## src/design/pcxrle_pkg.sv

```systemverilog
// Shared types and constants of the PCX run-length blit decoder.
// No dependencies; imported by the top, front, back and checker modules.
`default_nettype none

package pcxrle_pkg;

  localparam int DEF_MAX_DIMENSION = 4096;

  localparam int CFG_DATA_W = 13;
  localparam int CFG_IDX_W  = 3;
  localparam int ADDR_W     = 24;

  // register indexes
  localparam logic [CFG_IDX_W-1:0] CFG_IMAGE_WIDTH   = 3'd0;
  localparam logic [CFG_IDX_W-1:0] CFG_IMAGE_HEIGHT  = 3'd1;
  localparam logic [CFG_IDX_W-1:0] CFG_DEST_X        = 3'd2;
  localparam logic [CFG_IDX_W-1:0] CFG_DEST_Y        = 3'd3;
  localparam logic [CFG_IDX_W-1:0] CFG_BUFFER_WIDTH  = 3'd4;
  localparam logic [CFG_IDX_W-1:0] CFG_BUFFER_HEIGHT = 3'd5;
  localparam logic [CFG_IDX_W-1:0] CFG_TRANSPARENT   = 3'd6;

  localparam logic [7:0] RUN_MARK = 8'hBF;
  localparam logic [5:0] RUN_BITS = 6'h3F;

  localparam int CMD_Q_DEPTH = 2;
  localparam int OUT_Q_DEPTH = 4;

  typedef struct packed {
    logic [12:0] image_width;
    logic [12:0] image_height;
    logic [11:0] dest_x;
    logic [11:0] dest_y;
    logic [12:0] buffer_width;
    logic [12:0] buffer_height;
    logic        transparent;
  } cfg_t;

  // one decoded run: value repeated count times (count never zero)
  typedef struct packed {
    logic [7:0] value;
    logic [5:0] count;
  } cmd_t;

  typedef struct packed {
    logic [ADDR_W-1:0] addr;
    logic [7:0]        value;
    logic              we;
    logic              last;
    logic              done;
  } pix_t;

endpackage

`default_nettype wire

```

## src/design/pcx_rle_blit_decoder_unit.sv

```systemverilog
// Top level of the PCX run-length blit decoder: registers, queues, front, back.
// Depends on pcxrle_pkg, pcxrle_fifo, pcxrle_front and pcxrle_back.
//
//  channel   direction  handshake              payload
//  --------  ---------  ---------------------  -----------------------------------
//  input     in         push / full            code_byte_i
//  result    out        empty / pop            pixel_address_o, pixel_value_o,
//                                              write_enable_o, last_of_run_o,
//                                              image_done_o
//  config    in         cfg_we_i (no wait)     cfg_index_i, cfg_data_i
//
// A coded byte is taken while the run queue has room; a run header yields
// no pixel, a value byte yields its whole run to the back end. The back end
// issues one pixel per cycle while the pixel queue has room (the run walker
// and the y*pitch multiplier); a pixel passes the multiply stage register
// and the pixel queue before the result ports. No clearing pass after reset:
// counters, queue pointers and the frame flag reset at once. Either side may
// stall on its own; the run queue and pixel queue absorb the difference.
`default_nettype none

module pcx_rle_blit_decoder_unit
  import pcxrle_pkg::*;
#(
  parameter int MAX_DIMENSION = DEF_MAX_DIMENSION
) (
  input  logic                  clk_i,
  input  logic                  rst_ni,
  // coded byte input
  input  logic                  push,
  output logic                  full,
  input  logic [7:0]            code_byte_i,
  // pixel output
  output logic                  empty,
  input  logic                  pop,
  output logic [ADDR_W-1:0]     pixel_address_o,
  output logic [7:0]            pixel_value_o,
  output logic                  write_enable_o,
  output logic                  last_of_run_o,
  output logic                  image_done_o,
  // register writes
  input  logic                  cfg_we_i,
  input  logic [CFG_IDX_W-1:0]  cfg_index_i,
  input  logic [CFG_DATA_W-1:0] cfg_data_i
);

  localparam int OCW = $clog2(OUT_Q_DEPTH + 1);
  localparam int QCW = $clog2(CMD_Q_DEPTH + 1);

  cfg_t cfg_q;

  // front -> run queue
  logic  cmd_push, cmd_full, cmd_empty, cmd_pop;
  cmd_t  cmd_in, cmd_out;
  logic [QCW-1:0] cmd_count;

  // back -> pixel queue
  logic  pix_valid, out_empty;
  pix_t  pix_in, pix_out;
  logic [OCW-1:0] out_count;

  // Configuration registers. User must write only while idle; the block does not check.
  always_ff @(posedge clk_i or negedge rst_ni) begin
    if (!rst_ni) begin
      cfg_q.image_width   <= 13'd1;
      cfg_q.image_height  <= 13'd1;
      cfg_q.dest_x        <= '0;
      cfg_q.dest_y        <= '0;
      cfg_q.buffer_width  <= 13'd1;
      cfg_q.buffer_height <= 13'd1;
      cfg_q.transparent   <= 1'b0;
    end else if (cfg_we_i) begin
      case (cfg_index_i)
        CFG_IMAGE_WIDTH:   cfg_q.image_width   <= cfg_data_i;
        CFG_IMAGE_HEIGHT:  cfg_q.image_height  <= cfg_data_i;
        CFG_DEST_X:        cfg_q.dest_x        <= cfg_data_i[11:0];
        CFG_DEST_Y:        cfg_q.dest_y        <= cfg_data_i[11:0];
        CFG_BUFFER_WIDTH:  cfg_q.buffer_width  <= cfg_data_i;
        CFG_BUFFER_HEIGHT: cfg_q.buffer_height <= cfg_data_i;
        CFG_TRANSPARENT:   cfg_q.transparent   <= cfg_data_i[0];
        default: ; // unmapped index: write dropped
      endcase
    end
  end

  // Front end: header/value pairing.
  pcxrle_front u_front (
    .clk_i       (clk_i),
    .rst_ni      (rst_ni),
    .in_push_i   (push),
    .code_byte_i (code_byte_i),
    .cmd_full_i  (cmd_full),
    .cmd_push_o  (cmd_push),
    .cmd_o       (cmd_in)
  );

  // Full whenever the run queue is, header beats included.
  assign full = cmd_full;

  // Run queue between front and back.
  pcxrle_fifo #(
    .WIDTH ($bits(cmd_t)),
    .DEPTH (CMD_Q_DEPTH)
  ) u_cmd_q (
    .clk_i   (clk_i),
    .rst_ni  (rst_ni),
    .push_i  (cmd_push),
    .data_i  (cmd_in),
    .pop_i   (cmd_pop),
    .data_o  (cmd_out),
    .full_o  (cmd_full),
    .empty_o (cmd_empty),
    .count_o (cmd_count)
  );

  // Back end: run walker, position counters, address multiply.
  pcxrle_back #(
    .MAX_DIMENSION (MAX_DIMENSION)
  ) u_back (
    .clk_i       (clk_i),
    .rst_ni      (rst_ni),
    .cfg_i       (cfg_q),
    .cmd_valid_i (!cmd_empty && (cmd_count != '0)),
    .cmd_i       (cmd_out),
    .cmd_pop_o   (cmd_pop),
    .out_count_i (out_count),
    .pix_valid_o (pix_valid),
    .pix_o       (pix_in)
  );

  // Pixel queue; the back end never pushes without room (credit on count).
  pcxrle_fifo #(
    .WIDTH ($bits(pix_t)),
    .DEPTH (OUT_Q_DEPTH)
  ) u_out_q (
    .clk_i   (clk_i),
    .rst_ni  (rst_ni),
    .push_i  (pix_valid),
    .data_i  (pix_in),
    .pop_i   (pop),
    .data_o  (pix_out),
    .full_o  (),
    .empty_o (out_empty),
    .count_o (out_count)
  );

  assign empty           = out_empty;
  assign pixel_address_o = pix_out.addr;
  assign pixel_value_o   = pix_out.value;
  assign write_enable_o  = pix_out.we;
  assign last_of_run_o   = pix_out.last;
  assign image_done_o    = pix_out.done;

endmodule

`default_nettype wire

```

## src/design/pcxrle_fifo.sv

```systemverilog
// Small synchronous queue of register entries, used for runs and for pixels.
// Depends on nothing but its parameters.
`default_nettype none

module pcxrle_fifo #(
  parameter int WIDTH = 8,
  parameter int DEPTH = 2
) (
  input  logic                       clk_i,
  input  logic                       rst_ni,
  input  logic                       push_i,
  input  logic [WIDTH-1:0]           data_i,
  input  logic                       pop_i,
  output logic [WIDTH-1:0]           data_o,
  output logic                       full_o,
  output logic                       empty_o,
  output logic [$clog2(DEPTH+1)-1:0] count_o
);

  localparam int PW = (DEPTH > 1) ? $clog2(DEPTH) : 1;
  localparam int CW = $clog2(DEPTH + 1);

  logic [WIDTH-1:0] mem_q [DEPTH];
  logic [PW-1:0]    wr_ptr_q, wr_ptr_d, rd_ptr_q, rd_ptr_d;
  logic [CW-1:0]    count_q, count_d;
  logic             do_push, do_pop;

  assign full_o  = (count_q == CW'(DEPTH));
  assign empty_o = (count_q == '0);
  assign count_o = count_q;
  assign data_o  = mem_q[rd_ptr_q];

  assign do_push = push_i && !full_o;
  assign do_pop  = pop_i && !empty_o;

  always_comb begin
    wr_ptr_d = wr_ptr_q;
    rd_ptr_d = rd_ptr_q;
    count_d  = count_q;
    if (do_push) begin
      wr_ptr_d = (wr_ptr_q == PW'(DEPTH - 1)) ? '0 : wr_ptr_q + PW'(1);
    end
    if (do_pop) begin
      rd_ptr_d = (rd_ptr_q == PW'(DEPTH - 1)) ? '0 : rd_ptr_q + PW'(1);
    end
    if (do_push && !do_pop) begin
      count_d = count_q + CW'(1);
    end else if (do_pop && !do_push) begin
      count_d = count_q - CW'(1);
    end
  end

  always_ff @(posedge clk_i or negedge rst_ni) begin
    if (!rst_ni) begin
      wr_ptr_q <= '0;
      rd_ptr_q <= '0;
      count_q  <= '0;
    end else begin
      wr_ptr_q <= wr_ptr_d;
      rd_ptr_q <= rd_ptr_d;
      count_q  <= count_d;
    end
  end

  always_ff @(posedge clk_i) begin
    if (do_push) begin
      mem_q[wr_ptr_q] <= data_i;
    end
  end

endmodule

`default_nettype wire

```

## src/design/pcxrle_front.sv

```systemverilog
// Front end: takes coded bytes, pairs run headers with their value bytes.
// Depends on pcxrle_pkg (cmd_t, RUN_MARK, RUN_BITS).
`default_nettype none

module pcxrle_front
  import pcxrle_pkg::*;
(
  input  logic       clk_i,
  input  logic       rst_ni,
  input  logic       in_push_i,
  input  logic [7:0] code_byte_i,
  input  logic       cmd_full_i,
  output logic       cmd_push_o,
  output cmd_t       cmd_o
);

  logic       awaiting_q, awaiting_d;
  logic [5:0] pending_q, pending_d;
  logic       accept;

  assign accept = in_push_i && !cmd_full_i;

  always_comb begin
    awaiting_d  = awaiting_q;
    pending_d   = pending_q;
    cmd_push_o  = 1'b0;
    cmd_o.value = code_byte_i;
    cmd_o.count = 6'd1;
    if (accept) begin
      if (awaiting_q) begin
        awaiting_d  = 1'b0;
        cmd_o.count = pending_q;
        // zero-count run produces nothing
        cmd_push_o  = (pending_q != '0);
      end else if (code_byte_i > RUN_MARK) begin
        awaiting_d = 1'b1;
        pending_d  = code_byte_i[5:0] & RUN_BITS;
      end else begin
        cmd_push_o = 1'b1;
      end
    end
  end

  always_ff @(posedge clk_i or negedge rst_ni) begin
    if (!rst_ni) begin
      awaiting_q <= 1'b0;
      pending_q  <= '0;
    end else begin
      awaiting_q <= awaiting_d;
      pending_q  <= pending_d;
    end
  end

endmodule

`default_nettype wire

```

## src/design/pcxrle_back.sv

```systemverilog
// Back end: walks each run pixel by pixel, tracks column/row, forms addresses.
// Depends on pcxrle_pkg (cfg_t, cmd_t, pix_t, ADDR_W, OUT_Q_DEPTH).
`default_nettype none

module pcxrle_back
  import pcxrle_pkg::*;
#(
  parameter int MAX_DIMENSION = DEF_MAX_DIMENSION
) (
  input  logic                           clk_i,
  input  logic                           rst_ni,
  input  cfg_t                           cfg_i,
  input  logic                           cmd_valid_i,
  input  cmd_t                           cmd_i,
  output logic                           cmd_pop_o,
  input  logic [$clog2(OUT_Q_DEPTH+1)-1:0] out_count_i,
  output logic                           pix_valid_o,
  output pix_t                           pix_o
);

  localparam int CW   = $clog2(MAX_DIMENSION);
  localparam int SW   = $clog2(MAX_DIMENSION + 1);
  localparam int EW   = SW + 1;
  localparam int XW   = ((CW > 12) ? CW : 12) + 1;
  localparam int CMPW = (SW > 13) ? SW : 13;
  localparam int BW   = (XW > SW) ? XW : SW;
  localparam int OCW  = $clog2(OUT_Q_DEPTH + 1);

  // size register of 0 acts as 1, above the maximum as the maximum
  function automatic logic [SW-1:0] clamp_size(input logic [12:0] v);
    logic [CMPW-1:0] ve;
    ve = CMPW'(v);
    if (ve == '0) begin
      clamp_size = SW'(1);
    end else if (ve > CMPW'(MAX_DIMENSION)) begin
      clamp_size = SW'(MAX_DIMENSION);
    end else begin
      clamp_size = SW'(ve);
    end
  endfunction

  logic [SW-1:0] w, h, bw, bh;

  logic          cur_valid_q, cur_valid_d;
  logic [7:0]    cur_value_q, cur_value_d;
  logic [5:0]    cur_left_q, cur_left_d;
  logic [CW-1:0] col_q, col_d, row_q, row_d;
  logic          frame_done_q, frame_done_d;

  logic [XW-1:0]     x, y;
  logic [EW-1:0]     col_inc, row_inc;
  logic              in_buf, we, row_end, done, last, issue, load;
  logic [ADDR_W-1:0] prod;

  logic              p1_valid_q;
  logic [ADDR_W-1:0] p1_prod_q;
  logic [XW-1:0]     p1_x_q;
  logic [7:0]        p1_value_q;
  logic              p1_we_q, p1_last_q, p1_done_q;

  assign w  = clamp_size(cfg_i.image_width);
  assign h  = clamp_size(cfg_i.image_height);
  assign bw = clamp_size(cfg_i.buffer_width);
  assign bh = clamp_size(cfg_i.buffer_height);

  assign x       = XW'(cfg_i.dest_x) + XW'(col_q);
  assign y       = XW'(cfg_i.dest_y) + XW'(row_q);
  assign col_inc = EW'(col_q) + EW'(1);
  assign row_inc = EW'(row_q) + EW'(1);
  assign row_end = (col_inc >= EW'(w));
  assign done    = row_end && (row_inc >= EW'(h));
  assign last    = done || (cur_left_q == 6'd1);
  assign in_buf  = (BW'(x) < BW'(bw)) && (BW'(y) < BW'(bh));
  assign we      = in_buf && !(cfg_i.transparent && (cur_value_q == '0));
  assign prod    = ADDR_W'(y) * ADDR_W'(bw);

  // room in the pixel queue counting the beat already in the multiply stage
  assign issue = cur_valid_q && !frame_done_q &&
                 ((OCW+1)'(out_count_i) + (OCW+1)'(p1_valid_q) < (OCW+1)'(OUT_Q_DEPTH));

  // after the final pixel, queued runs are drained and dropped
  assign cmd_pop_o = cmd_valid_i &&
                     (frame_done_q || !cur_valid_q || (issue && last));
  assign load      = cmd_pop_o && !frame_done_q && !(issue && done);

  always_comb begin
    cur_valid_d  = cur_valid_q;
    cur_value_d  = cur_value_q;
    cur_left_d   = cur_left_q;
    col_d        = col_q;
    row_d        = row_q;
    frame_done_d = frame_done_q;
    if (issue) begin
      cur_left_d = cur_left_q - 6'd1;
      if (done) begin
        frame_done_d = 1'b1;
        cur_valid_d  = 1'b0;
      end else begin
        if (row_end) begin
          col_d = '0;
          row_d = row_q + CW'(1);
        end else begin
          col_d = col_q + CW'(1);
        end
        if (cur_left_q == 6'd1) begin
          cur_valid_d = 1'b0;
        end
      end
    end
    if (load) begin
      cur_valid_d = 1'b1;
      cur_value_d = cmd_i.value;
      cur_left_d  = cmd_i.count;
    end
  end

  always_ff @(posedge clk_i or negedge rst_ni) begin
    if (!rst_ni) begin
      cur_valid_q  <= 1'b0;
      cur_left_q   <= '0;
      col_q        <= '0;
      row_q        <= '0;
      frame_done_q <= 1'b0;
      p1_valid_q   <= 1'b0;
    end else begin
      cur_valid_q  <= cur_valid_d;
      cur_left_q   <= cur_left_d;
      col_q        <= col_d;
      row_q        <= row_d;
      frame_done_q <= frame_done_d;
      p1_valid_q   <= issue;
    end
  end

  always_ff @(posedge clk_i) begin
    cur_value_q <= cur_value_d;
    if (issue) begin
      p1_prod_q  <= prod;
      p1_x_q     <= x;
      p1_value_q <= cur_value_q;
      p1_we_q    <= we;
      p1_last_q  <= last;
      p1_done_q  <= done;
    end
  end

  assign pix_valid_o = p1_valid_q;
  assign pix_o.addr  = p1_prod_q + ADDR_W'(p1_x_q);
  assign pix_o.value = p1_value_q;
  assign pix_o.we    = p1_we_q;
  assign pix_o.last  = p1_last_q;
  assign pix_o.done  = p1_done_q;

endmodule

`default_nettype wire

```

## config.mk

```make
export PLATFORM = sky130hd
export DESIGN_NAME = pcx_rle_blit_decoder_unit
export DESIGN_NICKNAME = d
export VERILOG_FILES = /design/src/design/pcxrle_pkg.sv /design/src/design/pcx_rle_blit_decoder_unit.sv /design/src/design/pcxrle_fifo.sv /design/src/design/pcxrle_front.sv /design/src/design/pcxrle_back.sv
export SDC_FILE = /design/constraint.sdc
export NUM_CORES = 1
export LEC_CHECK = 0
export BUFFER_PORTS_ARGS = -buffer_cell sky130_fd_sc_hd__buf_2
export CAP_MARGIN = 20
export CORE_ASPECT_RATIO = 1.4
export CORE_UTILIZATION = 57
export DETAILED_ROUTE_END_ITERATION = 10
export PLACE_DENSITY = 0.77
export SYNTH_ARGS = -nofsm -noshare
export SYNTH_HDL_FRONTEND = slang
export SYNTH_SLANG_ARGS = --single-unit
```

## constraint.sdc

```tcl
create_clock -name clk_i -period 6.55 [get_ports clk_i]
set_input_delay 1.31 -clock clk_i [delete_from_list [all_inputs] [get_ports clk_i]]
set_output_delay 1.31 -clock clk_i [all_outputs]
set_load 0.02 [all_outputs]
```

# After elaboration in Yosys (flattened, before gate mapping)
# Memory sizes are Yosys's and may differ from the RTL's.
# Index checks and enable logic that the tools add are counted.
[word_totals] ff_bits=184 latch_bits=0 ramBits=168 romBits=0 input_bits=29 out_inout_bits=37 elab_cells=167 mem_count=2
[op_classes] n_addsub=17 n_mul=1 n_div=0 order_cmp=10 eq_ne=11 shifts=0 mux=34 bitwise=2 n_reduce_logical=62
[mem_list] name="u_out_q.mem_q" words=4 width=35 read_ports=1 rd_clocked_by_memory_dff=0 write_ports=1 line="pcxrle_fifo.sv:23" source="logic [WIDTH-1:0] mem_q [DEPTH];"
[mem_list] name="u_cmd_q.mem_q" words=2 width=14 read_ports=1 rd_clocked_by_memory_dff=0 write_ports=1 line="pcxrle_fifo.sv:23"
[op_table] op="13-bit two-way mux" count=8
[op_table] op="13-bit greater-than comparator, second input constant" count=4
[op_table] op="13-bit zero test" count=4
[op_table] op="14-bit by 13-bit >= comparator with 1-bit output" count=2
[op_table] op="12-bit by 1-bit adder with 13-bit output, second input constant" count=2
[op_table] op="12-bit by 12-bit adder with 13-bit output" count=2
[op_table] op="13-bit less-than comparator" count=2
[op_table] op="12-bit by 1-bit adder with 12-bit output, second input constant" count=2
[op_table] op="24-bit by 13-bit adder with 24-bit output" count=1
[op_table] op="13-bit by 13-bit multiplier with 24-bit output" count=1
[op_table] op="6-bit two-way mux" count=4
[op_table] op="1-bit logical AND" count=21
[op_table] op="2-bit AND reduction" count=10
[op_table] op="1-bit two-way mux" count=15
[op_table] op="3-bit == test, second input constant" count=4
[op_table] op="1-bit zero test" count=12
[op_table] op="12-bit two-way mux" count=1
[op_table] op="8-bit greater-than comparator, second input constant" count=1
[op_table] op="8-bit zero test" count=1
[op_table] op="2-bit two-way mux" count=4
[op_table] op="2-bit nonzero test" count=4
[op_table] op="2-bit by 1-bit adder with 2-bit output, second input constant" count=3
[op_table] op="2-bit == test, second input constant" count=3
[op_table] op="3-bit by 2-bit == test with 1-bit output, second input constant" count=2
[op_table] op="other kinds (17)" count=24

# Longest topological paths before layout
[logic_depth] ltp_word=13 mapped_depth=30 ltp_nobuf=29

# By module
# A second synthesis with hierarchy kept.
[unflattened] hier_cells=1762 hier_area_um2=21844.7
[by_module_without_submodules] mod="pcxrle_back" instances=1 cells_each=1273 area_per_inst_um2=11702.5 seq_area_each_um2=2507.4
[by_module_without_submodules] mod="pcxrle_fifo at u_out_q" instances=1 cells_each=220 area_per_inst_um2=5500.3 seq_area_each_um2=4379.2
[by_module_without_submodules] mod="pcx_rle_blit_decoder_unit" instances=1 cells_each=169 area_per_inst_um2=2961.6 seq_area_each_um2=1931.9
[by_module_without_submodules] mod="pcxrle_fifo at u_cmd_q" instances=1 cells_each=63 area_per_inst_um2=1260.0 seq_area_each_um2=940.9
[by_module_without_submodules] mod="pcxrle_front" instances=1 cells_each=37 area_per_inst_um2=420.4 seq_area_each_um2=175.2

# Worst setup path after synthesis
# OpenSTA, ideal clock, no wires.
[synth_path] path_type="register -> register" from="register u_back.row_q[0]" to="register u_back.p1_prod_q[23], data pin" setup_time_ns=0.260 arrival_ns=6.530 required_time_ns=6.290 slack_ns=-0.240 stages_incl_launch_ff=31 path_buffers=1 synth_period_minus_slack_ns=6.790 cell_sequence="dfrtp_1 > ha_1 > inv_1 > fa_1 > nor2b_1 > o2111ai_1 > nand2_1 > o21a_1 > o21ai_0 > nand2b_1 > xnor2_1 > clkbuf_1 > nor2_1 > fa_1 > inv_1 > fa_1 > inv_1 > fa_1 > fa_1 > inv_1 > fa_1 > inv_1 > ha_1 > a21oi_1 > nand2_1 > o41ai_2 > o31ai_1 > nor4_1 > nor3_1 > a31oi_1 > xnor2_1"
[synth_between] elab_chain_cells=2
[synth_lines] item="start, declared" line="pcxrle_back.sv:47" source="logic [CW-1:0] col_q, col_d, row_q, row_d;"
[synth_lines] item="start signal, assigned" line="pcxrle_back.sv:129" source="row_q <= row_d;"
[synth_lines] item="12-bit by 12-bit adder with 13-bit output" line="pcxrle_back.sv:67" source="assign y = XW'(cfg_i.dest_y) + XW'(row_q);"
[synth_lines] item="13-bit by 13-bit multiplier with 24-bit output" line="pcxrle_back.sv:75" source="assign prod = ADDR_W'(y) * ADDR_W'(bw);"
[synth_lines] item="net u_back.prod[23]" line="pcxrle_back.sv:53" source="logic [ADDR_W-1:0] prod;"
[synth_lines] item="end signal, assigned" line="pcxrle_back.sv:138" source="p1_prod_q <= prod;"
[synth_lines] item="end, declared" line="pcxrle_back.sv:56" source="logic [ADDR_W-1:0] p1_prod_q;"
# The timed path passes the listed nets, and every way through them passes these cells.
# A chain may end at the register's enable or synchronous reset.

# Worst setup path after layout
[layout_path] from="register u_back.row_q[1]" to="register u_back.p1_prod_q[22], data pin"
# The elaborated chain is that of the path after synthesis.

==> run summary <==
Critical path type = reg2reg
Critical Path Slowest Stage Cell = fa_1
Clock Sinks = 352
Status = complete, but fails checks
Cells after Synth = 1791
# IOs = 66
Post-Synth Adder-Cell Area = 20.7%
Count leader, synth = edfxtp_1
Gpl congestion = 0.974
Worst slew pin tran = 0.834 ns
Failing checks = setup timing
Clock root cell = clkbuf_16
Post-synthesis mux area share = 8.98%
# rows = 84
Die width = 167 um
Hpwl dp = 35.0 mm
Synth cell types = 70
Ys async rst share = 36.4%
Setup WS post-layout = -0.137 ns
F_max = 150 MHz
DIE AREA = 38800 um^2
Initial DRC count = 718
Syn-to-layout area delta = 13.3%
Seq/Total Area, Yosys = 45.8%
CP Launch Type = register
Synth Area in Compound Gates = 5.90%
Fillcell total = 2716
Synth Area in XOR/XNOR = 3.89%
Initial antenna violation count = 0
Pre-antenna DRT Iters = 5
CTS tree = built
EDFF count, synth = 224
CP max FO = 4
Critical Path Max Stage Delay = 0.52 ns
Yosys Warn Count = 0
Place WS = -0.203 ns
Data required, critical path = 6.94 ns
Family with the most delay on the worst path = adder cells
Simple-Gate Fraction of Synth Area = 10.3%
Hold slack = 0.446 ns
Initial Util = 57.8%
Gr usage total = 24.6%
Crit path top cell by count = fa_1
Worst setup EP type = register
WP data arrival = 7.07 ns
DR vias = 14100
Final setup violation count = 5
Wire length per cell = 19.0 um
Top post-synthesis cells by area = edfxtp_1 (31%), dfrtp_1 (14%), fa_1 (11%), ha_1 (9.2%), mux2_2 (4.8%)
Buffers on Ports = 65
Nets@finish = 2261
Largest net degree at the start of global routing = 63
Max Clock Skew = 0.0195 ns
# diodes = 0
Final Critical Period = 6.69 ns
Slew Viols, Final = 0
WL final = 46.4 mm
Syn_nets = 2104
H-tree levels = 2
Post-synth top area share = 31.0%
Synthesized area = 21700 um^2
CTS max path bufs = 3
Post-synth top cells = edfxtp_1 (224), inv_1 (207), ha_1 (160)
Share of cells above drive strength 1 = 20.6%
Top_reg_cell synth = edfxtp_1
Syn avg cell area = 12.1 um^2
Buffers & Inverters on Critical Path = 4
Core footprint = 37500 um^2
Vias in the first global route = 14800
Number of max-cap violations = 0
Congestion Overflow GR = 0
Final Hold Fails = 0
Via/cell ratio = 5.75
Die height = 233 um
Slew headroom = 43.7%
Yosys reg bits = 352
Clk Latency, worst-skew pair = 0.53 ns
Drc violations = 0
CTS Buf Count = 34
Clk pin slew, worst setup/hold paths = 0.06 ns
Min-Delay Path Class = reg2reg
Largest family of logic cells by synthesized area = adder cells
Final worst-path cycle share = 102%
Post-route ant nets = 0
First-pass GRT wire length = 74.3 mm
Most area-hungry cell type in the Yosys netlist = edfxtp_1
RSZ-0062 raised after global routing = yes
==> through the flow <==
| step | instance area, um^2 | std cells | setup TNS (ns) | util, % |
|---|---|---|---|---|
| 2_1_floorplan | 21800 | 1791 | 0 | - |
| 3_3_place_gp | 23200 | 2375 | -0.209 | 61.8 |
| 3_5_place_dp | 23200 | 2375 | -0.692 | 61.8 |
| 4_1_cts | 24500 | 2444 | -0.0829 | 65.2 |
| 5_1_grt | 24500 | 2446 | -1.65 | 65.4 |
| 6_report | 24500 | 2446 | -0.380 | 65.4 |
==> sequential cells by signal, indices dropped and copies added, names as in the netlist, 3 cells and up <==
signal              flops
u_out_q.mem_q         140
cfg_q                  77
u_cmd_q.mem_q          28
u_back.p1_prod_q       24
u_back.p1_x_q          13
u_back.col_q           12
u_back.row_q           12
u_back.cur_value_q      8
u_back.p1_value_q       8
u_back.cur_left_q       6
u_front.pending_q       6
u_out_q.count_o         3
==> area by class of cell <==
type                    count  area [um^2]  share of cell area, %
repair buffers            159         1040                   4.24
clock inverters            17          189                  0.770
flip-flops and latches    352         9940                   40.5
clock buffers              44          920                   3.75
multi-input cells        1188        11100                   45.1
well taps                 473          592                   2.41
inverters                 213          800                   3.26
==> logic make-up (layout without fill, tap and decap cells) <==
kind of cell / after synthesis / after routing
AO/OA/AOI/OAI: 185 / 185
XOR/XNOR: 94 / 94
adder cells (fa/ha/maj): 284 / 284
buffers and inverters: 251 / 433
flip-flops: 352 / 352
multiplexers: 139 / 139
AND/OR/NAND/NOR: 486 / 486
==> metal layers <==
layer / GRT usage [%] / share of wire, %
met1: 27.5 / 38
met5: 0 / 0
met2: 47.0 / 54
met4: 11.0 / 4.5
met3: 2.72 / 4.1
==> cell usage in the layout, fill, tap and decap left out, types with 23 or more instances in the layout <==
cell type,n
buf_4,93
fa_1,123
mux2_2,93
xor2_1,39
ha_1,148
nand2_1,150
nand2b_1,23
nor3_1,35
nand3_1,25
mux4_2,35
xnor2_1,52
o21ai_0,34
dfrtp_1,122
buf_2,64
edfxtp_1,224
nor2_1,147
a21o_1,26
inv_1,196
clkbuf_16,35
a21oi_1,40
==> timing repair <==
action,in CTS,in global routing
pin swaps,46,15
resized for setup,31,11
hold buffers,0,0
setup buffers,8,2
setup endpoints to repair,6,9
==> final timing paths <==
path / to / slack (ns) / cells past startpoint / start
hold reg to reg: u_back.p1_value_q[6] / 0.45 / 0 / u_back.cur_value_q[6]
setup / recovery: u_back.p1_prod_q[22] / -0.14 / 25 / u_back.row_q[1]
max in group asynchronous: u_back.row_q[4] / 4.62 / 2 / rst_ni
min in group asynchronous: u_back.col_q[8] / 0.74 / 1 / rst_ni
setup reg to reg: u_back.p1_prod_q[22] / -0.14 / 25 / u_back.row_q[1]
hold / removal: u_back.p1_value_q[6] / 0.45 / 0 / u_back.cur_value_q[6]
Power is left out: the tool's default activity adds up to more than one toggle a clock period on the data nets, which glitch-free logic cannot reach.
